$ cat config.mk
export PLATFORM = sky130hd
export DESIGN_NAME = simon_block_encrypt_unit
export DESIGN_NICKNAME = d
export VERILOG_FILES = /design/src/rtl/simonenc_pkg.sv /design/src/rtl/simon_block_encrypt_unit.sv /design/src/rtl/simonenc_sequencer.sv /design/src/rtl/simonenc_datapath.sv
export SDC_FILE = /design/constraint.sdc
export NUM_CORES = 1
export LEC_CHECK = 0
export ABC_AREA = 1
export BUFFER_PORTS_ARGS = -buffer_cell sky130_fd_sc_hd__buf_2
export CORE_MARGIN = 3
export CORE_UTILIZATION = 45
export CTS_CLUSTER_DIAMETER = 60
export CTS_CLUSTER_SIZE = 14
export DETAILED_ROUTE_END_ITERATION = 10
export PLACE_DENSITY = 0.66
export SLEW_MARGIN = 10
export SYNTH_ARGS = -nofsm -noshare
export SYNTH_HDL_FRONTEND = slang
export SYNTH_SLANG_ARGS = --single-unit
$ cat constraint.sdc
create_clock -name clk -period 4.1 [get_ports clk]
set_input_delay 0 -clock clk [delete_from_list [all_inputs] [get_ports clk]]
set_output_delay 0 -clock clk [all_outputs]
set_load 0.03 [all_outputs]
$ cat src/rtl/simonenc_pkg.sv
`timescale 1ns / 1ps
// ----------------------------------------------------------------------------
// simonenc_pkg
// Types and constants shared by the SIMON encrypt sequencer and datapath.
// ----------------------------------------------------------------------------
package simonenc_pkg;

  // Widths of the external fields
  localparam int FIELD_BITS = 32;
  localparam int KEY_REGS   = 4;
  localparam int CFG_IDX_BITS = 2;

  // Cipher constants
  localparam int ZLEN      = 62;
  localparam int KS_CONST  = 3;
  localparam int KS_ROT    = 3;
  localparam int F_ROT_A   = 1;
  localparam int F_ROT_B   = 8;
  localparam int F_ROT_C   = 2;
  localparam int Z_SEQS    = 5;

  // z sequences, element 0 at the MSB
  localparam logic [ZLEN-1:0] Z_SEQ [Z_SEQS] = '{
    62'b1111101000_1001010110_0001110011_0111110100_0100101011_0000111001_10,
    62'b1000111011_1110010011_0000101101_0100011101_1111001001_1000010110_10,
    62'b1010111101_1100000011_0100100110_0010100001_0001111110_0101101100_11,
    62'b1101101110_1011000110_0101111000_0001001000_1010011100_1101000011_11,
    62'b1101000111_1001101011_0110001000_0001011100_0011001010_0100111011_11
  };

  typedef logic [KEY_REGS-1:0][FIELD_BITS-1:0] key_regs_t;

  // Datapath requests decoded from the control word
  typedef struct packed {
    logic load;
    logic round;
    logic write;
  } cmd_t;

  // Datapath status fed back to the sequencer
  typedef struct packed {
    logic last;
    logic out_free;
  } status_t;

endpackage

$ cat src/rtl/simon_block_encrypt_unit.sv
`timescale 1ns / 1ps
// ----------------------------------------------------------------------------
// simon_block_encrypt_unit
// SIMON block encryption (SIMON64/128 by default), microcoded control.
// ----------------------------------------------------------------------------
// Usage:
//   Key words are written over the cfg channel (cfg_valid/cfg_ready, index,
//   data); index 0 is the most significant key word. cfg_ready is always high.
//   Write the key only while no block is in flight.
//   A plaintext request (plain_upper, plain_lower) is taken when in_valid is
//   high and in_stall is low. The ciphertext appears on cipher_upper and
//   cipher_lower with out_valid, and is taken when out_stall is low.
// Timing:
//   After a request is taken, the round loop runs ROUND_COUNT rounds (one
//   round and one key step per cycle on a single round unit), then the write
//   step writes the result register and raises out_valid. The write step
//   also accepts the next request, so back-to-back blocks overlap the
//   result write with the load of the next block.
// Reset and stalls:
//   rst clears the key registers to zero, the step counter and out_valid.
//   While the receiver stalls a finished result, the next block still runs;
//   it waits at the write step until the result register frees.
// ----------------------------------------------------------------------------
module simon_block_encrypt_unit #(
  parameter int WORD_BITS      = 32,
  parameter int KEY_WORDS      = 4,
  parameter int ROUND_COUNT    = 44,
  parameter int SEQUENCE_INDEX = 3
) (
  input  logic                                    clk,
  input  logic                                    rst,
  input  logic                                    in_valid,
  output logic                                    in_stall,
  input  logic [simonenc_pkg::FIELD_BITS-1:0]     plain_upper,
  input  logic [simonenc_pkg::FIELD_BITS-1:0]     plain_lower,
  output logic                                    out_valid,
  input  logic                                    out_stall,
  output logic [simonenc_pkg::FIELD_BITS-1:0]     cipher_upper,
  output logic [simonenc_pkg::FIELD_BITS-1:0]     cipher_lower,
  input  logic                                    cfg_valid,
  output logic                                    cfg_ready,
  input  logic [simonenc_pkg::CFG_IDX_BITS-1:0]   cfg_index,
  input  logic [simonenc_pkg::FIELD_BITS-1:0]     cfg_data
);
  import simonenc_pkg::*;

  key_regs_t key_regs;
  cmd_t      cmd;
  status_t   status;
  logic      in_ready;

  // Key registers
  assign cfg_ready = 1'b1;

  always_ff @(posedge clk) begin
    if (rst) begin
      key_regs <= '0;
    end else if (cfg_valid && cfg_ready) begin
      key_regs[cfg_index] <= cfg_data;
    end
  end

  assign in_stall = ~in_ready;

  simonenc_sequencer u_seq (
    .clk      (clk),
    .rst      (rst),
    .in_valid (in_valid),
    .status   (status),
    .in_ready (in_ready),
    .cmd      (cmd)
  );

  simonenc_datapath #(
    .WORD_BITS      (WORD_BITS),
    .KEY_WORDS      (KEY_WORDS),
    .ROUND_COUNT    (ROUND_COUNT),
    .SEQUENCE_INDEX (SEQUENCE_INDEX)
  ) u_dp (
    .clk          (clk),
    .rst          (rst),
    .cmd          (cmd),
    .key_regs     (key_regs),
    .plain_upper  (plain_upper),
    .plain_lower  (plain_lower),
    .out_stall    (out_stall),
    .status       (status),
    .out_valid    (out_valid),
    .cipher_upper (cipher_upper),
    .cipher_lower (cipher_lower)
  );

endmodule

$ cat src/rtl/simonenc_sequencer.sv
`timescale 1ns / 1ps
// ----------------------------------------------------------------------------
// simonenc_sequencer
// Step counter and control store; decodes one control word per step.
// ----------------------------------------------------------------------------
module simonenc_sequencer (
  input  logic                  clk,
  input  logic                  rst,
  input  logic                  in_valid,
  input  simonenc_pkg::status_t status,
  output logic                  in_ready,
  output simonenc_pkg::cmd_t    cmd
);
  import simonenc_pkg::*;

  typedef logic [1:0] step_t;

  localparam step_t STEP_IDLE  = 2'd0;
  localparam step_t STEP_ROUND = 2'd1;
  localparam step_t STEP_WRITE = 2'd2;

  typedef enum logic [1:0] {
    COND_NONE,
    COND_LAST,
    COND_OUT_FREE,
    COND_ALWAYS
  } cond_t;

  typedef struct packed {
    logic  in_ready;
    logic  round_en;
    logic  out_write;
    cond_t cond;
    step_t target;
  } ctl_word_t;

  // Control store: idle/accept, round loop, result write (also accepts)
  function automatic ctl_word_t ctl_rom(input step_t s);
    ctl_word_t w;
    unique case (s)
      STEP_IDLE:  w = '{1'b1, 1'b0, 1'b0, COND_NONE,     STEP_IDLE};
      STEP_ROUND: w = '{1'b0, 1'b1, 1'b0, COND_LAST,     STEP_WRITE};
      STEP_WRITE: w = '{1'b1, 1'b0, 1'b1, COND_OUT_FREE, STEP_IDLE};
      default:    w = '{1'b0, 1'b0, 1'b0, COND_ALWAYS,   STEP_IDLE};
    endcase
    return w;
  endfunction

  step_t     step;
  step_t     step_next;
  ctl_word_t ctl;
  logic      cond_hit;
  logic      accept;

  always_ff @(posedge clk) begin
    if (rst) begin
      step <= STEP_IDLE;
    end else begin
      step <= step_next;
    end
  end

  // Decode, handshake and next step
  always_comb begin
    ctl = ctl_rom(step);
    unique case (ctl.cond)
      COND_NONE:     cond_hit = 1'b0;
      COND_LAST:     cond_hit = status.last;
      COND_OUT_FREE: cond_hit = status.out_free;
      COND_ALWAYS:   cond_hit = 1'b1;
      default:       cond_hit = 1'b1;
    endcase

    // a write step may only take a request once the result slot frees
    in_ready  = ctl.in_ready & (~ctl.out_write | status.out_free);
    accept    = in_ready & in_valid;
    cmd.load  = accept;
    cmd.round = ctl.round_en;
    cmd.write = ctl.out_write & status.out_free;

    priority if (accept) begin
      step_next = STEP_ROUND;
    end else if (cond_hit) begin
      step_next = ctl.target;
    end else begin
      step_next = step;
    end
  end

endmodule

$ cat src/rtl/simonenc_datapath.sv
`timescale 1ns / 1ps
// ----------------------------------------------------------------------------
// simonenc_datapath
// Round function, on-the-fly key schedule, round counter and result register.
// ----------------------------------------------------------------------------
module simonenc_datapath #(
  parameter int WORD_BITS      = 32,
  parameter int KEY_WORDS      = 4,
  parameter int ROUND_COUNT    = 44,
  parameter int SEQUENCE_INDEX = 3
) (
  input  logic                          clk,
  input  logic                          rst,
  input  simonenc_pkg::cmd_t            cmd,
  input  simonenc_pkg::key_regs_t       key_regs,
  input  logic [simonenc_pkg::FIELD_BITS-1:0] plain_upper,
  input  logic [simonenc_pkg::FIELD_BITS-1:0] plain_lower,
  input  logic                          out_stall,
  output simonenc_pkg::status_t         status,
  output logic                          out_valid,
  output logic [simonenc_pkg::FIELD_BITS-1:0] cipher_upper,
  output logic [simonenc_pkg::FIELD_BITS-1:0] cipher_lower
);
  import simonenc_pkg::*;

  localparam int KW  = (KEY_WORDS < 2) ? 2 : ((KEY_WORDS > 4) ? 4 : KEY_WORDS);
  localparam int RW  = (ROUND_COUNT > 1) ? $clog2(ROUND_COUNT) : 1;
  localparam int ZW  = $clog2(ZLEN);
  localparam int SEQ_SEL = SEQUENCE_INDEX % Z_SEQS;
  localparam logic [ZLEN-1:0] ZROW = Z_SEQ[SEQ_SEL];

  function automatic logic [WORD_BITS-1:0] rotl(input logic [WORD_BITS-1:0] v,
                                                 input int n);
    return (v << n) | (v >> (WORD_BITS - n));
  endfunction

  function automatic logic [WORD_BITS-1:0] rotr(input logic [WORD_BITS-1:0] v,
                                                 input int n);
    return (v >> n) | (v << (WORD_BITS - n));
  endfunction

  logic [WORD_BITS-1:0] x;
  logic [WORD_BITS-1:0] y;
  logic [WORD_BITS-1:0] ks [KW];
  logic [WORD_BITS-1:0] x_next;
  logic [WORD_BITS-1:0] key_next;
  logic [RW-1:0]        rnd;
  logic [ZW-1:0]        zi;
  logic                 z_bit;

  // One round and one key schedule step
  always_comb begin
    logic [WORD_BITS-1:0] t;
    x_next = y ^ (rotl(x, F_ROT_A) & rotl(x, F_ROT_B)) ^ rotl(x, F_ROT_C) ^ ks[0];
    t = rotr(ks[KW-1], KS_ROT);
    if (KW == 4) begin
      t = t ^ ks[1];
    end
    t = t ^ rotr(t, 1);
    z_bit = ZROW[ZW'(ZLEN - 1) - zi];
    key_next = ~ks[0] ^ t ^ WORD_BITS'(z_bit) ^ WORD_BITS'(KS_CONST);
  end

  // Block and key registers
  always_ff @(posedge clk) begin
    if (cmd.load) begin
      x <= WORD_BITS'(plain_upper);
      y <= WORD_BITS'(plain_lower);
      for (int w = 0; w < KW; w++) begin
        ks[KW-1-w] <= WORD_BITS'(key_regs[w]);
      end
    end else if (cmd.round) begin
      x <= x_next;
      y <= x;
      for (int w = 0; w < KW - 1; w++) begin
        ks[w] <= ks[w+1];
      end
      ks[KW-1] <= key_next;
    end
  end

  // Round counter and z position
  always_ff @(posedge clk) begin
    if (rst) begin
      rnd <= '0;
      zi  <= '0;
    end else if (cmd.load) begin
      rnd <= '0;
      zi  <= '0;
    end else if (cmd.round) begin
      rnd <= rnd + 1'b1;
      zi  <= (zi == ZW'(ZLEN - 1)) ? '0 : zi + 1'b1;
    end
  end

  assign status.last     = (rnd == RW'(ROUND_COUNT - 1));
  assign status.out_free = ~out_valid | ~out_stall;

  // Result register
  always_ff @(posedge clk) begin
    if (rst) begin
      out_valid <= 1'b0;
    end else if (cmd.write) begin
      out_valid <= 1'b1;
    end else if (~out_stall) begin
      out_valid <= 1'b0;
    end
  end

  always_ff @(posedge clk) begin
    if (cmd.write) begin
      cipher_upper <= FIELD_BITS'(x);
      cipher_lower <= FIELD_BITS'(y);
    end
  end

endmodule

[After elaboration in Yosys (flattened, before gate mapping)]
Memories as Yosys holds them, arrays and structs flattened.
Index checks and enable logic that the tools add are counted.
Storage, ports and cells
  memories kept: 2
  memory bits (writable): 128
  flip-flop bits (word level): 271
  output and inout bits: 67
  bits of input ports: 103
  logic and storage cells: 87
  ROM bits: 64
Operators by class
  bitwise operators: 28
  add/subtract/negate cells: 3
  reduce and logical (&&, ||, !) cells: 6
  magnitude comparators: 3
  equality and inequality tests: 8
  multiplexer cells: 24
Memories
  u_dp.ks: words 4, bits a word 32, rd ports 4, clocked after Yosys merged registers in 0, write ports 4, line simonenc_datapath.sv:44  | logic [WORD_BITS-1:0] ks [KW];
  (no name shown): words 64, bits a word 1, rd ports 1, clocked after Yosys merged registers in 0, write ports 0, line simonenc_datapath.sv:60  | z_bit = ZROW[ZW'(ZLEN - 1) - zi];
Operators by type and width (count)
  2-to-1 mux 32 bit: 9
  XOR 32 bit: 6
  bitwise mux 128 bit: 1
  demux 32 bit (select 2 bit): 1
  bitwise AND 32 bit: 1
  NOT 32 bit: 1
  OR 29 x 32 -> 32 bit: 1
  OR 31 x 32 -> 32 bit: 1
  OR 32 x 1 -> 32 bit: 1
  OR 32 x 2 -> 32 bit: 1
  OR 32 x 8 -> 32 bit: 1
  XOR 32 x 1 -> 32 bit: 1
  case mux 7 bit (3 select lines): 1
  adder 6 x 1 -> 6 bit (second input constant): 2
  == test 6 bit (second input constant): 2
  2-to-1 mux 1 bit: 10
  < comparator 6 x 7 -> 1 bit (second input constant): 1
  == test 2 bit (second input constant): 3
  2-to-1 mux 6 bit: 1
  OR 1 bit: 6
  subtractor 6 bit (first input constant): 1
  == test 2 x 1 -> 1 bit (second input constant): 2
  zero test 2 bit: 2
  NOT 1 bit: 4
  9 further kinds: 12

[Longest topological paths before layout]
  depth in word-level cells: 9
  gate-level depth with buffers: 14
  depth with buffers taken out: 13

[Hierarchy]
A second synthesis with hierarchy kept.
Second synthesis, totals
  cells, all modules: 2035
  area total of the unflattened synthesis: 18201.2 um2
Modules (own cells, without submodules)
  simonenc_datapath: cells an instance 1195, area each 12767.2 um2, times used 1
  simon_block_encrypt_unit: cells an instance 823, area each 5320.1 um2, times used 1
  simonenc_sequencer: cells an instance 17, area each 113.9 um2, times used 1

[Worst setup path before layout]
No wires, ideal clock.
  path kind: reg-to-reg
  from: reg u_dp.out_valid
  to: mem u_dp.ks[0][0] (enable)
  period minus slack after synthesis: 4.091 ns
  data arrival time: 2.967 ns
  stages on the path, launching flop included: 6
  library setup time: 1.124 ns
  slack: 0.009 ns
  cell sequence: dfxtp_1 > nand2_1 > inv_2 > nand2_2 > nand3_4 > nand2_1
RTL lines
  start, declared: line simonenc_datapath.sv:20  | output logic out_valid,
  start signal, assigned: line simonenc_datapath.sv:102  | out_valid <= 1'b0;
  start signal, assigned: line simonenc_datapath.sv:104  | out_valid <= 1'b1;
  start signal, assigned: line simonenc_datapath.sv:106  | out_valid <= 1'b0;
  end, declared: line simonenc_datapath.sv:44

[Final worst setup path]
  from: reg u_dp.out_valid
  to: reg u_dp.x[19], data pin
On the way
  cells in the longest elaborated chain, start to end: 6
RTL lines
  NOT 1 bit: line simonenc_datapath.sv:97  | assign status.out_free = ~out_valid | ~out_stall;
  OR 1 bit: line simonenc_datapath.sv:97
  OR 1 bit: line simonenc_sequencer.sv:75  | in_ready = ctl.in_ready & (~ctl.out_write | status.out_free);
  bitwise AND 1 bit: line simonenc_sequencer.sv:75
  bitwise AND 1 bit: line simonenc_sequencer.sv:76  | accept = in_ready & in_valid;
  2-to-1 mux 32 bit: line simonenc_datapath.sv:66  | if (cmd.load) begin
  end signal, assigned: line simonenc_datapath.sv:67  | x <= WORD_BITS'(plain_upper);
  end signal, assigned: line simonenc_datapath.sv:73  | x <= x_next;
  end, declared: line simonenc_datapath.sv:42  | logic [WORD_BITS-1:0] x;
No other way between the ends.
A chain may end at the register's enable or synchronous reset.

==> metrics.md <==
| Metric | Value |
|---|---|
| IO Count | `170` |
| Clock power frac | `between 20% and 30%` |
| Post-synth cell types | `31` |
| Synth top area cells | `edfxtp_1 45%, dfxtp_1 17%, nand2_1 9.0%` |
| Die Wd | `just over 200 um` |
| Die area | `between 40000 and 50000 um^2` |
| H-tree depth | `2` |
| Layout cell share with drive strength beyond 1 | `roughly 12%` |
| Max Cap Viol | `0` |
| Area grow syn2layout | `19.0%` |
| DR pass1 iterations | `5` |
| PD cells | `a little over 500 nW/um^2` |
| Hold Violations, Final | `0` |
| Worst R2R Start | `u_dp.out_valid$_SDFFE_PP0P_` |
| Top-area cell type share of the netlist area | `44.7%` |
| Commonest cells post-synth | `413 x nand2_1, 256 x edfxtp_1, 253 x o21ai_0, 159 x xor2_1, 143 x dfxtp_1` |
| CTS buffer count | `35` |
| Setup CP Type | `flop to flop` |
| Worst r2r path cells | `7` |
| Initial antenna violation count | `0` |
| Switching pwr | `roughly 0.0030 W` |
| Worst Setup End Kind | `flop` |
| Pin count of the biggest net entering global routing | `93` |
| TritonCTS clock tree | `yes` |
| Drt total wl | `41400 um` |
| #FFs+latches synth | `roughly 400` |
| Yosys Warn Count | `0` |
| Worst vdd ir | `~0.23 mV` |
| Worst hold path type | `input pin to flop` |
| Routability cong. | `roughly 0.83` |
| Leak | `roughly 8.2 nW` |
| GRT Total Usage | `roughly 20%` |
| Clk sinks | `between 300 and 400` |
| Worst setup SP type | `flop` |
| Most common cell in the netlist | `nand2_1` |
| Synthesized instance count | `1731` |
| Tmin final | `around 2500 ps` |
| Slew margin rel. | `roughly 20%` |
| Worst-Skew Late Latency | `520 ps` |
| Logic pwr share | `about 18%` |
| Post_cts resized | `0` |
| RSZ-0062 raised after global routing | `false` |
| Fillers | `~3300` |
| Synthesized area | `~17000 um^2` |
| Worst min-delay path startpoint | `cfg_index[0]` |
| Part of the power in registers | `a little over half` |
| Critical path data required time | `4360 ps` |
| Vias in the first global route | `12099` |
| Biggest area consumer among synthesized cells | `edfxtp_1` |
| Period utilization | `between 50% and 60%` |
| Status | `finished, final reports clean` |
| DR vias | `~12000` |
| Critical Path AT | `about 2700 ps` |
| Place WS | `between 1500 and 2000 ps` |
| Worst Hold Path EP | `key_regs[73]$_SDFFE_PP0P_` |
| FF-to-FF setup slack | `1650 ps` |
| Syn_area_per_cell | `about 9.9 um^2` |
| Hold WS | `just under 90 ps` |
| FMAX | `~410 MHz` |
| Root Buffer | `clkbuf_16` |
| # nets final | `~2100` |
| Internal Power | `~0.0075 W` |
| Iter 0 DRT Violations | `around 1000` |
| # DRC | `0` |
| Clock-pin slew on the worst setup and hold paths | `about 70 ps` |
| CTS Buffer Depth | `3` |
| Antenna Cells | `0` |
| Asr flop ratio synth | `0%` |
| Worst reg2reg endpoint | `u_dp.x[19]$_DFFE_PP_` |
| Final ANT Viol Nets | `0` |
| Final Max Slew Viols | `0` |
| Worst Tran Pin Value | `approximately 1200 ps` |
| WHS Path Cells | `4` |
| Global route total overflow | `0` |
| Setup violations, final | `0` |
| Post-DR vias/cell | `about 4.9` |
| Main synth FF type | `edfxtp_1` |
| Sequential element share of the synthesized area | `between 60% and 70%` |
| Die height | `slightly above 200 um` |
| CP max FO | `between 40 and 50` |
| PortBufs | `approximately 170` |
| Post-synth EDFFs | `256` |
| Core area | `between 30000 and 40000 um^2` |
| Rows | `70` |
| DP Wirelength | `between 20000 and 30000 um` |
| First-pass GRT wire length | `roughly 66000 um` |
| Syn_nets | `1844` |
| Skew final | `between 15 and 20 ps` |
| Sw Ratio | `28.6%` |
| Setup ws final | `between 1500 and 2000 ps` |
| Setup TNS | `0 ps` |
| Layout Utilization | `between 50% and 60%` |
| Initial Utilization | `46.3%` |
| Avg WL per Cell | `between 15 and 20 um` |
==> repair_timing <==
action | CTS | global route
buffers inserted | 0 | 0
endpoints found under the hold margin | 194 | 0
hold buffers | 99 | 0
==> power by group through the flow <==
stage	sequential, W	clock [W]	combinational, W
floorplan	0.00534	0	0.00143
global placement	0.00559	0	0.00175
detailed placement	0.00560	0	0.00179
CTS	0.00551	0.00313	0.00189
global route	0.00556	0.00328	0.00214
finish	0.00551	0.00307	0.00187
==> critical path, stage by stage, from the launching register on <==
cell,delay [ps]
dfxtp_1,310
nand2_1,80
inv_2,60
nand2_2,80
nand3_4,370
inv_2,670
buf_4,430
o21ai_0,150
==> routing by layer <==
layer  GRT usage [%]  part of all wire, %  wire [um]
met1            28.9                   47      19300
met2            32.2                   45      18800
met3            3.24                  6.2       2570
met4            4.51                  1.8        747
met5               0                    0          0
==> state kept, by name, summed over array words and instances (netlist names) <==
signal             count
u_dp.cipher_upper     32
u_dp.y                32
u_dp.ks              128
key_regs             128
u_dp.out_valid         1
u_seq.step             2
u_dp.x                32
u_dp.rnd               6
u_dp.zi                6
u_dp.cipher_lower     32
==> worst max path at each step <==
| stage | startpoint | endpoint | slack [ps] | cells past startpoint |
|---|---|---|---|---|
| floorplan | u_dp.out_valid$_SDFFE_PP0P_ | u_dp.ks[0][0]$_DFFE_PP_ | 9 | 5 |
| global placement | u_dp.out_valid$_SDFFE_PP0P_ | u_dp.x[20]$_DFFE_PP_ | 1710 | 7 |
| detailed placement | u_dp.out_valid$_SDFFE_PP0P_ | u_dp.x[19]$_DFFE_PP_ | 1650 | 7 |
| CTS | u_dp.out_valid$_SDFFE_PP0P_ | u_dp.x[19]$_DFFE_PP_ | 1630 | 7 |
| global route | u_dp.out_valid$_SDFFE_PP0P_ | u_dp.x[20]$_DFFE_PP_ | 1390 | 7 |
| finish | u_dp.out_valid$_SDFFE_PP0P_ | u_dp.x[19]$_DFFE_PP_ | 1650 | 7 |
==> stage by stage <==
| stage | area, um^2 | power [W] | cells |
|---|---|---|---|
| 5_1_grt | 20500 | 0.0110 | 2497 |
| 3_3_place_gp | 18500 | 0.00734 | 2336 |
| 4_1_cts | 20500 | 0.0105 | 2497 |
| 2_1_floorplan | 17200 | 0.00677 | 1731 |
| 6_report | 20500 | 0.0105 | 2497 |
| 3_5_place_dp | 18500 | 0.00739 | 2336 |
==> cell families after synthesis <==
group           after synthesis  share of synthesized area [%]
other cells                   1                         0.0218
flops                       399                           61.3
fa+ha+maj                    10                          0.727
compound gates              330                           9.60
xor+xnor                    195                           9.92
simple gates                586                           13.3
buf+inv                     210                           5.13
==> layout make-up <==
cell class                 instances  area (um^2)  share of cell area (%)
inverter                         128          483                    2.36
timing repair buffer             282         1980                    9.67
tap                              504          631                    3.08
clock buffer                      57         1000                    4.89
multi-input combinational       1122         5810                    28.4
sequential                       399        10600                    51.5
clock inverter                     5         27.5                   0.134
==> cell usage in the layout, fill, tap and decap left out, drive strengths merged, types with 10 or more instances in the layout <==
| cell | synthesis | routed |
|---|---|---|
| xnor2 | 36 | 36 |
| xor2 | 159 | 159 |
| a21oi | 72 | 72 |
| clkbuf | 42 | 57 |
| dfxtp | 143 | 143 |
| nand3 | 15 | 15 |
| o21ai | 258 | 258 |
| nand2 | 418 | 418 |
| inv | 128 | 128 |
| edfxtp | 256 | 256 |
| buf | 40 | 183 |
| ha | 10 | 10 |
| nor2 | 142 | 142 |
| dlygate4sd3 | 0 | 99 |
Power figures use the tool's default switching activity.
